<file path="src/design/pmbf_pkg.sv">
// ----------------------------------------------------------------------------
// pmbf_pkg
// Types and constants shared by the pluggable module bring-up controller.
// ----------------------------------------------------------------------------
package pmbf_pkg;

  localparam logic [7:0] TolLimitReset = 8'd10;

  localparam logic [7:0] ValA0Start = 8'h20;
  localparam logic [7:0] ValPollEn  = 8'h10;
  localparam logic [7:0] ValPageBit = 8'h40;
  localparam logic [7:0] ValModeBit = 8'h80;

  typedef enum logic [2:0] {
    ST_DETECT     = 3'd0,
    ST_INIT_RESET = 3'd1,
    ST_INIT_DONE  = 3'd2,
    ST_A0_BUSY    = 3'd3,
    ST_A0_DONE    = 3'd4,
    ST_A2_BUSY    = 3'd5,
    ST_A2_DONE    = 3'd6
  } state_e;

  typedef struct packed {
    logic module_present;
    logic a0_ready_to_start;
    logic a0_complete;
    logic a2_complete;
    logic a0_error;
    logic a2_error;
    logic start_acknowledged;
    logic multi_page_flag;
    logic addr_mode_flag;
  } in_t;

  typedef struct packed {
    logic       conf_write_valid;
    logic [7:0] conf_write_value;
    logic       init_pulse;
    logic [2:0] state_code;
    logic       connected;
  } out_t;

  typedef struct packed {
    state_e     state;
    logic [7:0] tol_left;
  } ctx_t;

endpackage

</file>
<file path="src/design/pmbf_if.sv">
// ----------------------------------------------------------------------------
// pmbf_if
// Valid/ready request channels for poll ticks and results.
// ----------------------------------------------------------------------------
interface pmbf_in_if
  import pmbf_pkg::*;
  ();
  logic valid;
  logic ready;
  in_t  data;

  modport source (output valid, output data, input ready);
  modport sink   (input valid, input data, output ready);
endinterface

interface pmbf_out_if
  import pmbf_pkg::*;
  ();
  logic valid;
  logic ready;
  out_t data;

  modport source (output valid, output data, input ready);
  modport sink   (input valid, input data, output ready);
endinterface

</file>
<file path="src/design/pmbf_step.sv">
// ----------------------------------------------------------------------------
// pmbf_step
// Next state, tolerance count and result for one poll tick.
// ----------------------------------------------------------------------------
module pmbf_step
  import pmbf_pkg::*;
(
  input  ctx_t       ctx_i,
  input  logic [7:0] tol_limit_i,
  input  in_t        tick_i,
  output ctx_t       ctx_o,
  output out_t       res_o
);

  state_e     st;
  logic       run_out;
  logic       wr;
  logic [7:0] wval;
  logic       init;

  assign run_out = (ctx_i.tol_left == 8'd1);

  always_comb begin
    st       = ctx_i.state;
    ctx_o    = ctx_i;
    wr       = 1'b0;
    wval     = 8'h00;
    init     = 1'b0;
    if (!tick_i.module_present) begin
      st = ST_DETECT;
    end
    if (tick_i.a0_error) begin
      st = ST_INIT_RESET;
    end else if (tick_i.a2_error) begin
      st = ST_A0_DONE;
    end else begin
      case (st)
        ST_DETECT: begin
          if (tick_i.module_present) st = ST_INIT_RESET;
        end
        ST_INIT_RESET: begin
          init           = 1'b1;
          st             = ST_INIT_DONE;
          ctx_o.tol_left = tol_limit_i;
        end
        ST_INIT_DONE: begin
          if (tick_i.a0_ready_to_start) begin
            wr   = 1'b1;
            wval = ValA0Start;
            if (tick_i.start_acknowledged) begin
              st             = ST_A0_BUSY;
              ctx_o.tol_left = tol_limit_i;
            end else begin
              ctx_o.tol_left = ctx_i.tol_left - 8'd1;
              if (run_out) st = ST_INIT_RESET;
            end
          end
        end
        ST_A0_BUSY: begin
          if (tick_i.a0_complete) begin
            wr   = 1'b1;
            wval = (tick_i.multi_page_flag ? ValPageBit : 8'h00) |
                   (tick_i.addr_mode_flag  ? ValModeBit : 8'h00);
            st   = ST_A0_DONE;
          end
        end
        ST_A0_DONE: begin
          wr             = 1'b1;
          wval           = ValPollEn;
          st             = ST_A2_BUSY;
          ctx_o.tol_left = tol_limit_i;
        end
        ST_A2_BUSY: begin
          if (tick_i.a2_complete) begin
            st = ST_A2_DONE;
          end else begin
            ctx_o.tol_left = ctx_i.tol_left - 8'd1;
            if (run_out) st = ST_INIT_RESET;
          end
        end
        default: begin
        end
      endcase
    end
    ctx_o.state          = st;
    res_o.conf_write_valid = wr;
    res_o.conf_write_value = wval;
    res_o.init_pulse       = init;
    res_o.state_code       = st;
    res_o.connected        = tick_i.module_present && (st == ST_INIT_DONE);
  end

endmodule

</file>
<file path="src/design/pluggable_module_bringup_fsm.sv">
// ----------------------------------------------------------------------------
// pluggable_module_bringup_fsm
// Bring-up sequencer for a pluggable optical module, one poll tick a request.
//
// Channel     Dir  Payload                         Handshake
// in_req_i    in   in_t  (status bits, A0 flags)   valid/ready
// out_res_o   out  out_t (write, init, state)      valid/ready
// cfg         in   tolerance_limit, 8 bits         cfg_we_i, no wait
//
// One request a cycle sustained while results are taken; a request is registered
// in the input register, then its result in the result register after the step logic.
// The state and tolerance counter advance in the cycle a request moves from
// the input register into the result register.
// Reset: state detect, tolerance count zero, tolerance limit 10.
// A stalled result holds the input register; the input side stalls only
// when both registers are full.
// ----------------------------------------------------------------------------
module pluggable_module_bringup_fsm
  import pmbf_pkg::*;
(
  input  logic       clk_i,
  input  logic       rst_ni,
  input  logic       cfg_we_i,
  input  logic [7:0] cfg_wdata_i,
  pmbf_in_if.sink    in_req_i,
  pmbf_out_if.source out_res_o
);

  logic       in_vld_q;
  in_t        in_q;
  logic       out_vld_q;
  out_t       out_q;
  out_t       res_d;
  ctx_t       ctx_q;
  ctx_t       ctx_d;
  logic [7:0] tol_limit_q;
  logic       adv;
  logic       fire;

  assign adv   = !out_vld_q || out_res_o.ready;
  assign fire  = in_vld_q && adv;
  assign in_req_i.ready = !in_vld_q || adv;

  assign out_res_o.valid = out_vld_q;
  assign out_res_o.data  = out_q;

  pmbf_step u_step (
    .ctx_i       (ctx_q),
    .tol_limit_i (tol_limit_q),
    .tick_i      (in_q),
    .ctx_o       (ctx_d),
    .res_o       (res_d)
  );

  always_ff @(posedge clk_i or negedge rst_ni) begin
    if (!rst_ni) begin
      tol_limit_q <= TolLimitReset;
    end else if (cfg_we_i) begin
      tol_limit_q <= cfg_wdata_i;
    end
  end

  always_ff @(posedge clk_i or negedge rst_ni) begin
    if (!rst_ni) begin
      in_vld_q  <= 1'b0;
      out_vld_q <= 1'b0;
      ctx_q     <= '{state: ST_DETECT, tol_left: 8'd0};
    end else begin
      if (in_req_i.ready) in_vld_q <= in_req_i.valid;
      if (adv) out_vld_q <= in_vld_q;
      if (fire) ctx_q <= ctx_d;
    end
  end

  always_ff @(posedge clk_i) begin
    if (in_req_i.valid && in_req_i.ready) in_q <= in_req_i.data;
    if (fire) out_q <= res_d;
  end

  a_init_clean: assert property (@(posedge clk_i) disable iff (!rst_ni)
    fire && res_d.init_pulse |=> out_q.state_code == ST_INIT_DONE &&
      !out_q.conf_write_valid)
    else $error("init pulse without move to init done");

  a_connected: assert property (@(posedge clk_i) disable iff (!rst_ni)
    out_vld_q && out_q.connected |-> out_q.state_code == ST_INIT_DONE)
    else $error("connected outside init done");

  a_no_value: assert property (@(posedge clk_i) disable iff (!rst_ni)
    out_vld_q && !out_q.conf_write_valid |-> out_q.conf_write_value == 8'h00)
    else $error("write value without write");

  a_hold: assert property (@(posedge clk_i) disable iff (!rst_ni)
    in_vld_q && !adv |=> in_vld_q && $stable(in_q) && $stable(ctx_q))
    else $error("stalled request lost");

  a_state_sync: assert property (@(posedge clk_i) disable iff (!rst_ni)
    fire |=> out_q.state_code == ctx_q.state)
    else $error("result state differs from held state");

endmodule

</file>
<file path="src/flat_wrapper.sv">
// flat-port wrapper written by rule: the top's interface ports become plain ports
module pluggable_module_bringup_fsm_flat import pmbf_pkg::*;
  (clk_i, rst_ni, cfg_we_i, cfg_wdata_i, in_req_i_valid, in_req_i_data, in_req_i_ready, out_res_o_valid, out_res_o_data, out_res_o_ready);
  pmbf_in_if in_req_i_i ();
  pmbf_out_if out_res_o_i ();
  input  logic clk_i;
  input  logic rst_ni;
  input  logic cfg_we_i;
  input  logic [7:0] cfg_wdata_i;
  input wire logic [$bits(in_req_i_i.valid)-1:0] in_req_i_valid;
  input wire logic [$bits(in_req_i_i.data)-1:0] in_req_i_data;
  output wire logic [$bits(in_req_i_i.ready)-1:0] in_req_i_ready;
  output wire logic [$bits(out_res_o_i.valid)-1:0] out_res_o_valid;
  output wire logic [$bits(out_res_o_i.data)-1:0] out_res_o_data;
  input wire logic [$bits(out_res_o_i.ready)-1:0] out_res_o_ready;
  assign in_req_i_i.valid = in_req_i_valid;
  assign in_req_i_i.data = in_req_i_data;
  assign in_req_i_ready = in_req_i_i.ready;
  assign out_res_o_valid = out_res_o_i.valid;
  assign out_res_o_data = out_res_o_i.data;
  assign out_res_o_i.ready = out_res_o_ready;
  pluggable_module_bringup_fsm u_core (.clk_i(clk_i), .rst_ni(rst_ni), .cfg_we_i(cfg_we_i), .cfg_wdata_i(cfg_wdata_i), .in_req_i(in_req_i_i), .out_res_o(out_res_o_i));
endmodule
</file>
<file path="config.mk">
export PLATFORM = sky130hd
export DESIGN_NAME = pluggable_module_bringup_fsm_flat
export DESIGN_NICKNAME = d
export VERILOG_FILES = /design/src/design/pmbf_pkg.sv /design/src/design/pmbf_if.sv /design/src/design/pmbf_step.sv /design/src/design/pluggable_module_bringup_fsm.sv /design/src/flat_wrapper.sv
export SDC_FILE = /design/constraint.sdc
export NUM_CORES = 1
export LEC_CHECK = 0
export ABC_AREA = 1
export BUFFER_PORTS_ARGS = -buffer_cell sky130_fd_sc_hd__buf_2
export CAP_MARGIN = 20
export CORE_UTILIZATION = 41
export DETAILED_ROUTE_END_ITERATION = 8
export GPL_ROUTABILITY_DRIVEN = 1
export PLACE_DENSITY = 0.57
export REMOVE_ABC_BUFFERS = 1
export SLEW_MARGIN = 20
export SYNTH_ARGS = -nofsm -noshare
export SYNTH_HDL_FRONTEND = slang
export SYNTH_HIERARCHICAL = 1
export SYNTH_SLANG_ARGS = --single-unit
</file>
<file path="constraint.sdc">
create_clock -name clk_i -period 2.7 [get_ports clk_i]
set_clock_uncertainty 0.05 [all_clocks]
set_input_delay 0 -clock clk_i [delete_from_list [all_inputs] [get_ports clk_i]]
set_output_delay 0 -clock clk_i [all_outputs]
set_load 0.005 [all_outputs]
</file>
==> summary.txt <==
Floorplan
  • Starting density of the core: a little over two fifths
  • Die area: ~6600 µm²
  • Core area: 5990 µm²
  • Site Rows: 28
  • DIE HEIGHT: a little over 80 µm
  • I/O Pins: 38
  • Die W: about 81 µm

Timing
  • Final setup violation count: 0
  • Final Hold Viols: 0
  • Final Max Slew Viols: 0
  • Setup TNS: 0 ns
  • RSZ-0062 raised after global routing: false
  • Slew margin rel.: between 60 and 70%
  • Worst-Margin Slew: 0.579 ns
  • Tmin final: between 1.5 and 2 ns
  • Period utilisation layout: about two thirds
  • Max Clock Freq: 540 MHz

Setup path
  • Critical path class: register to register
  • Worst path slowest cell: edfxtp_1
  • Required time of the critical path: ~2.9 ns
  • Data arrival, critical path: a little over 2 ns
  • R2R cell count: 10
  • Worst-path cell chain: nand2_4 > inv_2 > nand3_2 > nor2_1 > a21oi_1 > o21ai_0 > nand2_1 > nand2_1 > nand3_1 > nand2_1
  • Worst path max stage delay: approximately 0.5 ns
  • Crit path capture type: register
  • Critical path fanouts, max: 6
  • Cell mode on critical path: nand2_1
  • CP startpoint: u_core/in_q[8]
  • Worst r2r src: u_core/in_q[8]
  • CP Launch Type: register

Synthesis
  • Synth Area in Adders: less than 1%
  • Post-synth EDFFs: 23
  • Mapped Area: ~2600 µm²
  • Prevailing post-synth register cell: edfxtp_1
  • Async SR Flop Fraction: between 40% and 50%
  • Warnings from Yosys: 6
  • Largest family of logic cells by synthesized area: simple AND/OR/NAND/NOR gates
  • Synthesized area per cell: between 7 and 8 µm²
  • Post-synthesis mux area share: 0%
  • Post-synth top area cell: edfxtp_1
  • Compound-gate portion of the synthesized area: slightly below 9%
  • Post-Synth Simple-Gate Area: a little under a third
  • Area fraction of the dominant cell type after synthesis: a little over a quarter
  • Seq/Total Area, Yosys: about 47%
  • Synth Register Bits: 44
  • Post-Synth XOR/XNOR Area: 0.677%
  • Distinct cells, synth: 32
  • Area contributors post-synth: edfxtp_1 (27%), dfrtp_1 (18%), nand2_1 (15%)
  • Post-Syn Instances: roughly 330

Power and ir drop
  • Leakage power: 1.54 nW
  • P per Cell Area: ~760 nW/µm²
  • Tot Pwr: around 2.4 mW
  • Peak VDD IR: 0.393 mV

Worst hold path
  • Worst min path class: input pin to register
  • Min-delay src: cfg_we_i
  • Hold depth: 3

Global route
  • Vias in the first global route: slightly below 2,000
  • Total Routing Usage GR: around a fifth
  • Largest net degree at the start of global routing: 22
  • Global-route wire length before repair: between 9000 and 10,000 µm
  • GR Overflow Total: 0
  • Antenna violations before repair: 0

Cells and area
  • Finished Core Util: roughly 52%
  • Layout cells sized above 1: ~17%
  • N_diodes: 0
  • Final Cell Area: between 3000 and 4000 µm²
  • Area Growth Syn to Fin: 21.5%
  • Final net count: ~410

CTS
  • CTS Buffer Depth: 2
  • Root Driver: clkbuf_8
  • Postcts setup bufs: 0
  • Clock Latency Late Sink: roughly 0.3 ns
  • CTS buffer count: 5
  • Reg clk slew, reported paths: approximately 0.090 ns
  • # H-tree levels: 2
  • Clk sinks: 44
  • CTS tree: done

Job
  • Max cap viols: 0

Detailed routing
  • Drt pass-1 iters: 5
  • Routed len/inst: roughly 13 µm
  • Total number of vias: between 2,000 and 2,500
  • Routed wire length: ~6000 µm
  • DRC violations left: 0
  • Post-DR vias/cell: 4.77
  • DR iter-0 viols: 188
  • Routed Antenna Nets: 0

Status
  • Outcome: complete, no violations

Place
  • Placer Congestion: ~0.85
  • Post-DP HPWL: about 4200 µm
  • Port bufs: 37
  • Post-DP Area: roughly 2800 µm²
[cell usage in the layout (no fill, tap or decap), types with 2 or more instances in the layout]
cell | Yosys | routed
nand2_2 | 4 | 4
inv_1 | 42 | 42
nand2_1 | 100 | 100
o21ai_0 | 14 | 14
dlygate4sd3_1 | 0 | 27
o21ai_2 | 2 | 2
buf_2 | 0 | 37
dfrtp_1 | 19 | 19
inv_2 | 3 | 3
conb_1 | 1 | 4
dfstp_2 | 2 | 2
nand3_1 | 31 | 31
edfxtp_1 | 23 | 23
nand2_4 | 3 | 3
nor3_1 | 2 | 2
clkbuf_8 | 0 | 5
nor2_1 | 31 | 31
ha_1 | 2 | 2
nor2_2 | 2 | 2
a21oi_1 | 18 | 18
o211ai_1 | 4 | 4
nor4_1 | 2 | 2
o21ai_1 | 2 | 2
[layer usage]
| layer | track usage, % | vias to the layer above | share of wire (%) |
|---|---|---|---|
| met5 | 0 | - | 0 |
| li1 | - | 1159 | - |
| met4 | 5.36 | 0 | 1.2 |
| met3 | 3.67 | 9 | 5.0 |
| met2 | 31.8 | 77 | 44 |
| met1 | 27.9 | 978 | 49 |
[worst paths after layout]
| check | slack, ns | to |
|---|---|---|
| setup / recovery | 0.85 | u_core/ctx_q[5] |
| hold / removal | 0.005 | u_core/tol_limit_q[2] |
| setup reg to reg | 0.85 | u_core/ctx_q[5] |
| hold reg to reg | 0.46 | u_core/ctx_q[1] |
| max in group asynchronous | 2.10 | u_core/tol_limit_q[1] |
| min in group asynchronous | 0.13 | u_core/ctx_q[6] |
[stage by stage]
step | setup slack (ns) | instances | hold WS, ns
CTS | 0.870 | 466 | 0.00236
finish | 0.849 | 466 | 0.00496
global route | 0.689 | 466 | 0.0220
detailed placement | 0.889 | 431 | -0.0467
global placement | 0.889 | 431 | -0.0585
floorplan | 1.15 | 319 | -0.346
[where the power goes]
| group | total (mW) | internal, mW | switching [mW] |
|---|---|---|---|
| Combinational | 0.884 | 0.327 | 0.557 |
| Sequential | 0.980 | 0.836 | 0.144 |
| Clock | 0.514 | 0.274 | 0.240 |
| Total | 2.38 | 1.44 | 0.941 |
[sequential cells by signal, summed over array words and instances (netlist names)]
signal,count
u_core/out_res_o.data,14
u_core/ctx_q,11
u_core/in_q,9
u_core/tol_limit_q,8
u_core/in_vld_q,1
u_core/out_res_o.valid,1
[area by class of cell]
class / instances / area (µm²)
clock inverter: 3 / 42.5
fill: 598 / 2850
sequential: 44 / 1220
timing repair buffer: 64 / 455
inverter: 45 / 169
clock buffer: 5 / 68.8
multi-input combinational: 230 / 1090
tap: 75 / 93.8
[cell usage after synthesis, types with 2 or more instances]
library cell and n:
nand2_1 100, dfstp_2 2, o21ai_1 2, inv_1 42, a21oi_1 18, nor2_1 31, nor4_1 2, o211ai_1 4
nor3_1 2, clkbuf_1 2, o21ai_2 2, dfrtp_1 19, nand3_1 31, edfxtp_1 23, o21ai_0 14, nor2_2 2
ha_1 2, buf_4 10, nand2_4 3, nand2_2 4, buf_6 3, inv_2 3
[logic make-up (layout without fill, tap and decap cells)]
family	after synthesis	count (layout)
simple gates	181	181
buf+inv	60	117
flops	44	44
compound gates	41	41
fa+ha+maj	2	2
xor+xnor	2	2
other cells	1	4
[worst max-delay path, delay by kind of cell (launching register included)]
| kind | cells | cell delay, ns |
|---|---|---|
| simple gates | 7 | 0.84 |
| buf+inv | 1 | 0.09 |
| compound gates | 2 | 0.31 |
| flops | 1 | 0.50 |
[repair_timing]
| action | 4_1_cts | 5_1_grt |
|---|---|---|
| hold buffers | 27 | 0 |
| endpoints found under the hold margin | 39 | 0 |
| gates resized for setup | 0 | 0 |
Power figures use the tool's default switching activity.
